File: src/rtl/arpc_pkg.sv
// Shared types and constants for the ARP responder with IP-to-MAC cache.
// Holds frame header constants, result codes, controller states and the
// command/status structs between the controller and the datapath.
package arpc_pkg;

    localparam int CACHE_ENTRIES = 16;
    localparam int IDX_W   = (CACHE_ENTRIES > 1) ? $clog2(CACHE_ENTRIES) : 1;
    localparam int CNT_W   = $clog2(CACHE_ENTRIES + 1);
    localparam int IP_W    = 32;
    localparam int MAC_W   = 48;
    localparam int ENTRY_W = IP_W + MAC_W;

    localparam int ADDR_W  = 4;
    localparam int DATA_W  = 64;
    localparam logic [ADDR_W-1:0] ADDR_OWN_IP = 4'd0;

    localparam logic [10:0] MIN_FRAME_LEN = 11'd28;
    localparam logic [15:0] HTYPE_ETH     = 16'h0001;
    localparam logic [15:0] PTYPE_IPV4    = 16'h0800;
    localparam logic [7:0]  HLEN_ETH      = 8'd6;
    localparam logic [7:0]  PLEN_IPV4     = 8'd4;

    localparam logic [1:0] OP_REQUEST = 2'd1;
    localparam logic [1:0] OP_REPLY   = 2'd2;

    localparam logic [1:0] KIND_NONE  = 2'd0;
    localparam logic [1:0] KIND_REPLY = 2'd1;
    localparam logic [1:0] KIND_HIT   = 2'd2;
    localparam logic [1:0] KIND_MISS  = 2'd3;

    localparam logic [MAC_W-1:0] MAC_BCAST = {MAC_W{1'b1}};

    typedef enum logic [2:0] {
        ST_IDLE,
        ST_DECODE,
        ST_SCAN,
        ST_WRITE,
        ST_RESULT
    } state_t;

    typedef struct packed {
        logic load_item;
        logic scan_start;
        logic scan_step;
        logic write_entry;
        logic load_out;
    } cmd_t;

    typedef struct packed {
        logic is_lookup;
        logic frame_ok;
        logic op_rep;
        logic scan_done;
        logic out_free;
    } sts_t;

endpackage

File: src/rtl/arpc_ram.sv
// Generic single-write, single-read RAM with registered read data.
// Standalone; no package dependencies.
module arpc_ram #(
    parameter int WIDTH = 8,
    parameter int DEPTH = 16
) (
    input  logic                                      clk,
    input  logic                                      we,
    input  logic [((DEPTH > 1) ? $clog2(DEPTH) : 1)-1:0] waddr,
    input  logic [WIDTH-1:0]                          wdata,
    input  logic                                      re,
    input  logic [((DEPTH > 1) ? $clog2(DEPTH) : 1)-1:0] raddr,
    output logic [WIDTH-1:0]                          rdata
);

    logic [WIDTH-1:0] mem_reg [DEPTH];
    logic [WIDTH-1:0] rdata_reg;

    always_ff @(posedge clk)
    begin
        if (we)
        begin
            mem_reg[waddr] <= wdata;
        end
        if (re)
        begin
            rdata_reg <= mem_reg[raddr];
        end
    end

    assign rdata = rdata_reg;

endmodule

File: src/rtl/arpc_ctrl.sv
// Controller state machine for the ARP responder: sequences decode, cache
// scan, cache write and result load. Depends on arpc_pkg.
module arpc_ctrl (
    input  logic          clk,
    input  logic          rst_n,
    input  logic          in_valid,
    output logic          in_ready,
    input  arpc_pkg::sts_t sts,
    output arpc_pkg::cmd_t cmd
);
    import arpc_pkg::*;

    state_t state_reg;
    state_t state_next;

    always_ff @(posedge clk or negedge rst_n)
    begin
        if (!rst_n)
        begin
            state_reg <= ST_IDLE;
        end
        else
        begin
            state_reg <= state_next;
        end
    end

    always_comb
    begin
        state_next = state_reg;
        cmd        = '0;
        in_ready   = 1'b0;
        case (state_reg)
            ST_IDLE:
            begin
                in_ready = 1'b1;
                if (in_valid)
                begin
                    cmd.load_item = 1'b1;
                    state_next    = ST_DECODE;
                end
            end
            ST_DECODE:
            begin
                // lookups and accepted replies need the cache walk
                if (sts.is_lookup || (sts.frame_ok && sts.op_rep))
                begin
                    cmd.scan_start = 1'b1;
                    state_next     = ST_SCAN;
                end
                else
                begin
                    state_next = ST_RESULT;
                end
            end
            ST_SCAN:
            begin
                cmd.scan_step = 1'b1;
                if (sts.scan_done)
                begin
                    state_next = sts.is_lookup ? ST_RESULT : ST_WRITE;
                end
            end
            ST_WRITE:
            begin
                cmd.write_entry = 1'b1;
                state_next      = ST_RESULT;
            end
            ST_RESULT:
            begin
                if (sts.out_free)
                begin
                    cmd.load_out = 1'b1;
                    state_next   = ST_IDLE;
                end
            end
            default:
            begin
                state_next = ST_IDLE;
            end
        endcase
    end

endmodule

File: src/rtl/arpc_dp.sv
// Datapath for the ARP responder: config registers, item capture, cache
// RAM walk, cache update and the output register. Depends on arpc_pkg, arpc_ram.
module arpc_dp (
    input  logic                          clk,
    input  logic                          rst_n,
    // configuration port
    input  logic                          psel,
    input  logic                          penable,
    input  logic                          pwrite,
    input  logic [arpc_pkg::ADDR_W-1:0]   paddr,
    input  logic [arpc_pkg::DATA_W-1:0]   pwdata,
    output logic [arpc_pkg::DATA_W-1:0]   prdata,
    output logic                          pready,
    // input item fields
    input  logic                          req_type,
    input  logic [10:0]                   frame_length,
    input  logic [15:0]                   hw_type,
    input  logic [15:0]                   proto_type,
    input  logic [7:0]                    hw_len,
    input  logic [7:0]                    proto_len,
    input  logic [15:0]                   opcode,
    input  logic [arpc_pkg::MAC_W-1:0]    sender_mac,
    input  logic [arpc_pkg::IP_W-1:0]     sender_ip,
    input  logic [arpc_pkg::IP_W-1:0]     target_ip,
    input  logic [arpc_pkg::IP_W-1:0]     lookup_ip,
    // result channel
    output logic                          out_valid,
    input  logic                          out_ready,
    output logic [1:0]                    result_kind,
    output logic [1:0]                    out_opcode,
    output logic [arpc_pkg::MAC_W-1:0]    out_sender_mac,
    output logic [arpc_pkg::IP_W-1:0]     out_sender_ip,
    output logic [arpc_pkg::MAC_W-1:0]    out_target_mac,
    output logic [arpc_pkg::IP_W-1:0]     out_target_ip,
    output logic [arpc_pkg::MAC_W-1:0]    resolved_mac,
    output logic                          cache_written,
    output logic                          cache_full,
    // controller link
    input  arpc_pkg::cmd_t                cmd,
    output arpc_pkg::sts_t                sts
);
    import arpc_pkg::*;

    // configuration
    logic [IP_W-1:0]  own_ip_reg;
    logic [MAC_W-1:0] own_mac_reg;
    logic             cfg_wr_c;

    // captured item
    logic             is_lookup_reg;
    logic             ok_reg;
    logic             op_req_reg;
    logic             op_rep_reg;
    logic [MAC_W-1:0] smac_reg;
    logic [IP_W-1:0]  sip_reg;
    logic [IP_W-1:0]  key_reg;
    logic             frame_ok_c;

    // cache walk
    logic [CNT_W-1:0] cnt_reg;
    logic [CNT_W-1:0] idx_reg;
    logic             pend_reg;
    logic [IDX_W-1:0] pend_idx_reg;
    logic             found_reg;
    logic [IDX_W-1:0] found_idx_reg;
    logic [MAC_W-1:0] found_mac_reg;
    logic             more_c;
    logic             issue_c;
    logic             match_c;
    logic             room_c;
    logic [ENTRY_W-1:0] rd_data;
    logic             wr_en_c;
    logic [IDX_W-1:0] wr_addr_c;
    logic             written_reg;
    logic             full_reg;

    // result
    logic             out_valid_reg;
    logic [1:0]       kind_c;
    logic [1:0]       op_c;
    logic [MAC_W-1:0] smac_c;
    logic [IP_W-1:0]  sip_c;
    logic [MAC_W-1:0] tmac_c;
    logic [IP_W-1:0]  tip_c;
    logic [MAC_W-1:0] resolved_c;
    logic             written_c;
    logic             full_c;
    logic             hit_c;
    logic [1:0]       kind_reg;
    logic [1:0]       op_reg;
    logic [MAC_W-1:0] osmac_reg;
    logic [IP_W-1:0]  osip_reg;
    logic [MAC_W-1:0] otmac_reg;
    logic [IP_W-1:0]  otip_reg;
    logic [MAC_W-1:0] resolved_reg;
    logic             owritten_reg;
    logic             ofull_reg;

    // configuration port: address zero is own_ip, any other selects own_mac
    assign pready   = 1'b1;
    assign cfg_wr_c = psel && penable && pwrite && pready;

    always_comb
    begin
        if (paddr == ADDR_OWN_IP)
        begin
            prdata = {{(DATA_W-IP_W){1'b0}}, own_ip_reg};
        end
        else
        begin
            prdata = {{(DATA_W-MAC_W){1'b0}}, own_mac_reg};
        end
    end

    always_ff @(posedge clk or negedge rst_n)
    begin
        if (!rst_n)
        begin
            own_ip_reg  <= '0;
            own_mac_reg <= '0;
        end
        else if (cfg_wr_c)
        begin
            if (paddr == ADDR_OWN_IP)
            begin
                own_ip_reg <= pwdata[IP_W-1:0];
            end
            else
            begin
                own_mac_reg <= pwdata[MAC_W-1:0];
            end
        end
    end

    // header and target check on the incoming beat
    assign frame_ok_c = (frame_length >= MIN_FRAME_LEN) && (hw_type == HTYPE_ETH) &&
                        (proto_type == PTYPE_IPV4) && (hw_len == HLEN_ETH) &&
                        (proto_len == PLEN_IPV4) && (target_ip == own_ip_reg);

    always_ff @(posedge clk)
    begin
        if (cmd.load_item)
        begin
            is_lookup_reg <= req_type;
            ok_reg        <= frame_ok_c;
            op_req_reg    <= (opcode == {14'd0, OP_REQUEST});
            op_rep_reg    <= (opcode == {14'd0, OP_REPLY});
            smac_reg      <= sender_mac;
            sip_reg       <= sender_ip;
            key_reg       <= req_type ? lookup_ip : sender_ip;
        end
    end

    // cache walk: one read issued per cycle, compared in the following cycle on the registered read data
    assign more_c  = (idx_reg < cnt_reg);
    assign issue_c = cmd.scan_step && !found_reg && more_c;
    assign match_c = pend_reg && !found_reg && (rd_data[ENTRY_W-1:MAC_W] == key_reg);
    assign room_c  = (cnt_reg < CNT_W'(CACHE_ENTRIES));

    assign wr_en_c   = cmd.write_entry && (found_reg || room_c);
    assign wr_addr_c = found_reg ? found_idx_reg : cnt_reg[IDX_W-1:0];

    arpc_ram #(
        .WIDTH (ENTRY_W),
        .DEPTH (CACHE_ENTRIES)
    ) u_cache (
        .clk   (clk),
        .we    (wr_en_c),
        .waddr (wr_addr_c),
        .wdata ({key_reg, smac_reg}),
        .re    (issue_c),
        .raddr (idx_reg[IDX_W-1:0]),
        .rdata (rd_data)
    );

    always_ff @(posedge clk or negedge rst_n)
    begin
        if (!rst_n)
        begin
            cnt_reg     <= '0;
            idx_reg     <= '0;
            pend_reg    <= 1'b0;
            found_reg   <= 1'b0;
            written_reg <= 1'b0;
            full_reg    <= 1'b0;
        end
        else
        begin
            pend_reg <= issue_c;
            if (cmd.scan_start)
            begin
                idx_reg   <= '0;
                found_reg <= 1'b0;
            end
            else
            begin
                if (issue_c)
                begin
                    idx_reg <= idx_reg + 1'b1;
                end
                if (match_c)
                begin
                    found_reg <= 1'b1;
                end
            end
            if (cmd.load_item)
            begin
                written_reg <= 1'b0;
                full_reg    <= 1'b0;
            end
            else if (cmd.write_entry)
            begin
                if (found_reg)
                begin
                    written_reg <= 1'b1;
                end
                else if (room_c)
                begin
                    // append at the fill mark
                    cnt_reg     <= cnt_reg + 1'b1;
                    written_reg <= 1'b1;
                end
                else
                begin
                    full_reg <= 1'b1;
                end
            end
        end
    end

    always_ff @(posedge clk)
    begin
        if (issue_c)
        begin
            pend_idx_reg <= idx_reg[IDX_W-1:0];
        end
        if (match_c)
        begin
            found_idx_reg <= pend_idx_reg;
            found_mac_reg <= rd_data[MAC_W-1:0];
        end
    end

    // result assembly
    assign hit_c = found_reg && (found_mac_reg != MAC_BCAST);

    always_comb
    begin
        kind_c     = KIND_NONE;
        op_c       = '0;
        smac_c     = '0;
        sip_c      = '0;
        tmac_c     = '0;
        tip_c      = '0;
        resolved_c = '0;
        written_c  = 1'b0;
        full_c     = 1'b0;
        if (is_lookup_reg)
        begin
            if (hit_c)
            begin
                kind_c     = KIND_HIT;
                resolved_c = found_mac_reg;
            end
            else
            begin
                // a cached broadcast address counts as a miss
                kind_c     = KIND_MISS;
                op_c       = OP_REQUEST;
                smac_c     = own_mac_reg;
                sip_c      = own_ip_reg;
                tmac_c     = MAC_BCAST;
                tip_c      = key_reg;
                resolved_c = MAC_BCAST;
            end
        end
        else if (ok_reg && op_req_reg)
        begin
            kind_c = KIND_REPLY;
            op_c   = OP_REPLY;
            smac_c = own_mac_reg;
            sip_c  = own_ip_reg;
            tmac_c = smac_reg;
            tip_c  = sip_reg;
        end
        else
        begin
            written_c = written_reg;
            full_c    = full_reg;
        end
    end

    always_ff @(posedge clk or negedge rst_n)
    begin
        if (!rst_n)
        begin
            out_valid_reg <= 1'b0;
        end
        else if (cmd.load_out)
        begin
            out_valid_reg <= 1'b1;
        end
        else if (out_ready)
        begin
            out_valid_reg <= 1'b0;
        end
    end

    always_ff @(posedge clk)
    begin
        if (cmd.load_out)
        begin
            kind_reg     <= kind_c;
            op_reg       <= op_c;
            osmac_reg    <= smac_c;
            osip_reg     <= sip_c;
            otmac_reg    <= tmac_c;
            otip_reg     <= tip_c;
            resolved_reg <= resolved_c;
            owritten_reg <= written_c;
            ofull_reg    <= full_c;
        end
    end

    assign out_valid      = out_valid_reg;
    assign result_kind    = kind_reg;
    assign out_opcode     = op_reg;
    assign out_sender_mac = osmac_reg;
    assign out_sender_ip  = osip_reg;
    assign out_target_mac = otmac_reg;
    assign out_target_ip  = otip_reg;
    assign resolved_mac   = resolved_reg;
    assign cache_written  = owritten_reg;
    assign cache_full     = ofull_reg;

    assign sts.is_lookup = is_lookup_reg;
    assign sts.frame_ok  = ok_reg;
    assign sts.op_rep    = op_rep_reg;
    assign sts.scan_done = found_reg || (!pend_reg && !more_c);
    assign sts.out_free  = !out_valid_reg || out_ready;

endmodule

File: src/rtl/arp_responder_with_cache.sv
// ARP responder with a 16-entry IP-to-MAC cache.
// Input beat on in_valid/in_ready: req_type 0 is a parsed ARP frame,
// req_type 1 resolves lookup_ip. Each item gives exactly one result beat
// on out_valid/out_ready, with result_kind none, reply, hit or miss.
// own_ip (address 0) and own_mac (any other address) are written over
// the APB-style port; pready is always high, reads return the register.
// A frame that needs no cache access passes from accept through the decode
// and result states to out_valid. Lookups and accepted replies walk the
// cache RAM, one entry per cycle with the compare on the registered read
// data in the following cycle, up to the first match or the fill mark;
// a cache update then passes through the write state.
// One item is in flight at a time; in_ready rises again once the result
// is in the output register, so the next item can enter in the same cycle
// that out_valid rises, while that result still waits for out_ready.
// Reset clears the config registers, the fill count and the output valid;
// the cache contents need no clearing because only filled entries are read.
// A stalled receiver holds the result; the block finishes its next item
// and then waits for the output register to drain.
module arp_responder_with_cache (
    input  logic                          clk,
    input  logic                          rst_n,
    input  logic                          psel,
    input  logic                          penable,
    input  logic                          pwrite,
    input  logic [arpc_pkg::ADDR_W-1:0]   paddr,
    input  logic [arpc_pkg::DATA_W-1:0]   pwdata,
    output logic [arpc_pkg::DATA_W-1:0]   prdata,
    output logic                          pready,
    input  logic                          in_valid,
    output logic                          in_ready,
    input  logic                          req_type,
    input  logic [10:0]                   frame_length,
    input  logic [15:0]                   hw_type,
    input  logic [15:0]                   proto_type,
    input  logic [7:0]                    hw_len,
    input  logic [7:0]                    proto_len,
    input  logic [15:0]                   opcode,
    input  logic [arpc_pkg::MAC_W-1:0]    sender_mac,
    input  logic [arpc_pkg::IP_W-1:0]     sender_ip,
    input  logic [arpc_pkg::IP_W-1:0]     target_ip,
    input  logic [arpc_pkg::IP_W-1:0]     lookup_ip,
    output logic                          out_valid,
    input  logic                          out_ready,
    output logic [1:0]                    result_kind,
    output logic [1:0]                    out_opcode,
    output logic [arpc_pkg::MAC_W-1:0]    out_sender_mac,
    output logic [arpc_pkg::IP_W-1:0]     out_sender_ip,
    output logic [arpc_pkg::MAC_W-1:0]    out_target_mac,
    output logic [arpc_pkg::IP_W-1:0]     out_target_ip,
    output logic [arpc_pkg::MAC_W-1:0]    resolved_mac,
    output logic                          cache_written,
    output logic                          cache_full
);
    import arpc_pkg::*;

    cmd_t cmd;
    sts_t sts;

    arpc_ctrl u_ctrl (
        .clk      (clk),
        .rst_n    (rst_n),
        .in_valid (in_valid),
        .in_ready (in_ready),
        .sts      (sts),
        .cmd      (cmd)
    );

    arpc_dp u_dp (
        .clk            (clk),
        .rst_n          (rst_n),
        .psel           (psel),
        .penable        (penable),
        .pwrite         (pwrite),
        .paddr          (paddr),
        .pwdata         (pwdata),
        .prdata         (prdata),
        .pready         (pready),
        .req_type       (req_type),
        .frame_length   (frame_length),
        .hw_type        (hw_type),
        .proto_type     (proto_type),
        .hw_len         (hw_len),
        .proto_len      (proto_len),
        .opcode         (opcode),
        .sender_mac     (sender_mac),
        .sender_ip      (sender_ip),
        .target_ip      (target_ip),
        .lookup_ip      (lookup_ip),
        .out_valid      (out_valid),
        .out_ready      (out_ready),
        .result_kind    (result_kind),
        .out_opcode     (out_opcode),
        .out_sender_mac (out_sender_mac),
        .out_sender_ip  (out_sender_ip),
        .out_target_mac (out_target_mac),
        .out_target_ip  (out_target_ip),
        .resolved_mac   (resolved_mac),
        .cache_written  (cache_written),
        .cache_full     (cache_full),
        .cmd            (cmd),
        .sts            (sts)
    );

    // one item in flight: no second accept right after a beat is taken
    a_single_item: assert property (@(posedge clk) disable iff (!rst_n)
        in_valid && in_ready |=> !in_ready)
        else $error("input accepted while an item is in flight");

    a_flags_exclusive: assert property (@(posedge clk) disable iff (!rst_n)
        out_valid |-> !(cache_written && cache_full))
        else $error("cache written and cache full flagged together");

    a_flags_no_action: assert property (@(posedge clk) disable iff (!rst_n)
        out_valid && (cache_written || cache_full) |-> result_kind == KIND_NONE)
        else $error("cache flag raised on a result that sends a frame");

    a_hit_not_bcast: assert property (@(posedge clk) disable iff (!rst_n)
        out_valid && (result_kind == KIND_HIT) |-> resolved_mac != MAC_BCAST)
        else $error("lookup hit returned the broadcast address");

endmodule
File: config.mk
export PLATFORM = sky130hd
export DESIGN_NAME = arp_responder_with_cache
export DESIGN_NICKNAME = d
export VERILOG_FILES = /design/src/rtl/arpc_pkg.sv /design/src/rtl/arpc_ram.sv /design/src/rtl/arpc_ctrl.sv /design/src/rtl/arpc_dp.sv /design/src/rtl/arp_responder_with_cache.sv
export SDC_FILE = /design/constraint.sdc
export NUM_CORES = 2
export LEC_CHECK = 0
export BUFFER_PORTS_ARGS = -buffer_cell sky130_fd_sc_hd__buf_4
export CAP_MARGIN = 20
export CELL_PAD_IN_SITES_DETAIL_PLACEMENT = 1
export CELL_PAD_IN_SITES_GLOBAL_PLACEMENT = 2
export CORE_ASPECT_RATIO = 1.2
export CORE_UTILIZATION = 30
export DETAILED_ROUTE_END_ITERATION = 6
export GPL_TIMING_DRIVEN = 0
export PLACE_DENSITY_LB_ADDON = 0.1
export SLEW_MARGIN = 20
export SYNTH_ARGS = -nofsm -noshare
export SYNTH_HDL_FRONTEND = slang
export SYNTH_SLANG_ARGS = --single-unit
File: constraint.sdc
create_clock -name clk -period 10.34 [get_ports clk]
set_clock_uncertainty 0.05 [all_clocks]
set_input_delay 1.034 -clock clk [delete_from_list [all_inputs] [get_ports clk]]
set_output_delay 1.034 -clock clk [all_outputs]
set_load 0.05 [all_outputs]
==> impl_metrics.json <==
{
  "final-setup-viol-count": 0,
  "cell_internal_pwr_mw": 14.92,
  "fmax_mhz": 212.8,
  "fillCellCount": 22130,
  "status": "finished, final reports clean",
  "yosysUniqueCellTypes": 53,
  "drive_gt1_share_pct": 38.50,
  "leakage_nw": 28.86,
  "synth_ff_type": "edfxtp_1",
  "pwr-share-comb_pct": 22.4,
  "hp-class": "primary input to flip-flop",
  "dpl.hpwl_mm": 150.5,
  "wl_per_cell_um": 30.47,
  "dieArea_um2": 233900,
  "cp_data_arrival_time_ns": 5.18,
  "worst_r2r_startpoint": "u_dp.key_reg[7]",
  "synth-seq-cells": 1844,
  "min_period_ns": 4.699,
  "grt_usage_pct": 18.77,
  "cts_setup_buffers": 0,
  "cts.path.max_buffers": 3,
  "r2r_slack_ns": 5.64,
  "port_buffers": 540,
  "yosysTopAreaCellShare_pct": 75.34,
  "drc_errors": 0,
  "cp-end-kind": "flip-flop",
  "first_global_vias": 37790,
  "fin_ws_ns": 5.641,
  "multi_input_area_um2": 14130,
  "finalInstanceArea_um2": 87140,
  "syn_area_um2": 69590,
  "drv_slew": 0,
  "p_per_area_nw_per_um2": 244.9,
  "path_clk_slew_ns": 0.06,
  "synth_xor_area_share_pct": 0.8181,
  "cp_data_required_time_ns": 10.82,
  "fin_crit_sh_pct": 45.44,
  "synth_top_family_by_area": "multiplexers",
  "largest_register_ffs": 1280,
  "clock-root-buffer": "clkbuf_16",
  "start_util_pct": 30.21,
  "rsz0062_at_grt": "false",
  "wirelength_mm": 220.1,
  "final-seq-area_um2": 54880,
  "antenna_found_initial": 13,
  "gp_congestion": 0.7303,
  "ff2ff_path_depth": 11,
  "slew_headroom_pct": 23.88,
  "clock_latency_ns": 0.86,
  "grt_max_degree": 73,
  "yosys.area_share.simple_pct": 2.983,
  "critPathKind": "flip-flop to flip-flop",
  "r2r-end": "u_dp.found_mac_reg[18]",
  "dp_slack_ns": 5.529,
  "peakVddDrop_uv": 131.1,
  "synth.area.mux_share_pct": 15.28,
  "dp_cells": 6860,
  "synth-adder-area-share_pct": 0.1079,
  "cp-start-kind": "flip-flop",
  "pin_count": 576,
  "synth_edf_count": 1746,
  "die_x_um": 441.7,
  "die_h_um": 529.6,
  "yosys_warnings": 0,
  "sw_frac_of_total_pct": 30.11,
  "synthTopCellsByArea": "edfxtp_1 75%, mux4_2 13%, dfrtp_1 3.5%, mux2_2 2.3%, nand2_1 1.1%",
  "yosysTopAreaCell": "edfxtp_1",
  "initialDrtViolationCount": 2427,
  "vias": 34500,
  "synth.avg_cell_area_um2": 22.18,
  "h-tree-depth": 4,
  "syn_inst": 3137,
  "postLayoutCoreUtil_pct": 37.83,
  "whs_ns": 0.3062,
  "tns_ns": 0,
  "synth_compound_area_share_pct": 0.8055,
  "cts_tree": "yes",
  "clkPwrFrac_pct": 32.0,
  "ys_seq_area_share_pct": 78.87,
  "min_from": "sender_mac[36]",
  "path_max_fanout": 18,
  "vias_per_cell": 4.776,
  "cts_sinks": 1844,
  "seqPwrFrac_pct": 45.6,
  "min_to": "u_dp.smac_reg[36]",
  "place_area_um2": 80990,
  "finalHoldViolCount": 0,
  "async_flop_share_pct": 5.315,
  "total_power_mw": 21.34,
  "gr-total-overflow": 0,
  "grt_first_pass_wirelength_mm": 305.9,
  "switchingPower_mw": 6.426,
  "postRouteAntennaNets": 0,
  "holdPathStages": 1,
  "area_delta_synth_final_pct": 25.23,
  "nets": 4339,
  "num_rows": 193,
  "fin_cells": 7223,
  "worst_pin_slew_ns": 1.142,
  "dr.pass1.iters": 5,
  "drv_cap": 0,
  "cts_buffers": 197,
  "coreArea_um2": 230400
}
==> layout make-up <==
class | count | area share (%)
inverters | 13 | 0.06461
well taps | 3022 | 4.339
diodes | 4 | 0.01149
clock inverters | 113 | 1.061
multi-input cells | 1131 | 16.21
plain buffers | 164 | 0.8816
repair buffers | 687 | 8.477
clock buffers | 245 | 5.972
flip-flops and latches | 1844 | 62.98
==> synthesized netlist by cell type, types with 9 or more instances <==
library cell	instances
a21oi_1	9
a22o_1	31
buf_1	18
buf_2	44
buf_4	18
clkbuf_1	84
dfrtp_1	98
edfxtp_1	1746
inv_1	13
mux2_2	143
mux4_2	400
nand2_1	212
nand4_1	21
nor2_1	34
nor2b_1	99
nor4_1	30
xnor2_1	9
xor2_1	56
==> worst max-delay path by stage <==
stage                          from                endpoint  slack (ns)  depth (start not counted)
floorplan                 out_ready         u_dp.cache_full        3.14                          2
global placement    u_dp.key_reg[7]  u_dp.found_mac_reg[18]       -4.93                          4
detailed placement  u_dp.key_reg[7]  u_dp.found_mac_reg[18]        5.53                         11
CTS                 u_dp.key_reg[7]  u_dp.found_mac_reg[18]        5.54                         11
global route        u_dp.key_reg[7]  u_dp.found_mac_reg[18]        5.49                         11
finish              u_dp.key_reg[7]  u_dp.found_mac_reg[18]        5.64                         11
==> metal layers <==
layer / global-route usage, % / vias up / share of wire (%)
met5: 0 / - / 0.036
li1: - / 14690 / -
met2: 34.13 / 919 / 53
met1: 22.90 / 18630 / 41
met4: 4.567 / 12 / 2.1
met3: 3.434 / 245 / 4.3
==> what timing repair did <==
item / in CTS / in global routing
hold endpoints to repair: 26 / 0
hold buffers: 1 / 0
resized for setup: 0 / 0
==> power by group through the flow <==
stage / logic, mW / clock network (mW) / registers (mW)
5_1_grt: 5.08 / 7.29 / 9.82
3_3_place_gp: 4.70 / 0 / 10.1
6_report: 4.78 / 6.82 / 9.73
2_1_floorplan: 2.42 / 0 / 10.3
4_1_cts: 4.96 / 7.05 / 9.75
3_5_place_dp: 4.96 / 0 / 9.91
==> cell usage in the layout (no fill, tap or decap), types with 9 or more instances in the layout <==
master     synthesis  layout
xnor2_1            9       9
xor2_1            56      56
buf_4             18     562
bufinv_16          0       9
nor2_4             0      18
a22o_1            31      31
buf_2             44      59
buf_12             0      49
clkinv_2           0      38
nor4_1            30      28
clkbuf_2           0      18
buf_16             0      81
inv_1             13      12
dfrtp_1           98      98
nor2_1            34      16
buf_1             18      12
edfxtp_1        1746    1746
conb_1             2      17
clkbuf_1          84     108
clkbuf_16          0     200
clkinv_1           0      42
nand4_1           21      21
nand2_1          212     212
nor2b_1           99      99
mux2_2           143     143
mux4_2           400     400
==> worst max-delay path, cell delays in order, from the launching register on <==
cell and delay, ns:
edfxtp_1 0.72, xor2_1 0.27, nor4_1 0.58, nand4_1 0.33
nor4_2 0.85, buf_2 0.33, buf_2 0.23, buf_4 0.19
buf_2 0.20, buf_4 0.18, buf_2 0.21, buf_2 0.25
==> kinds of logic after synthesis <==
logic type / count (synthesis)
and+or+nand+nor: 429
buffers and inverters: 177
adders and majority gates: 6
DFF: 1844
AOI/OAI and AO/OA: 70
other: 2
xor gates and xnor gates: 65
muxes: 544
Power figures use the tool's default switching activity.
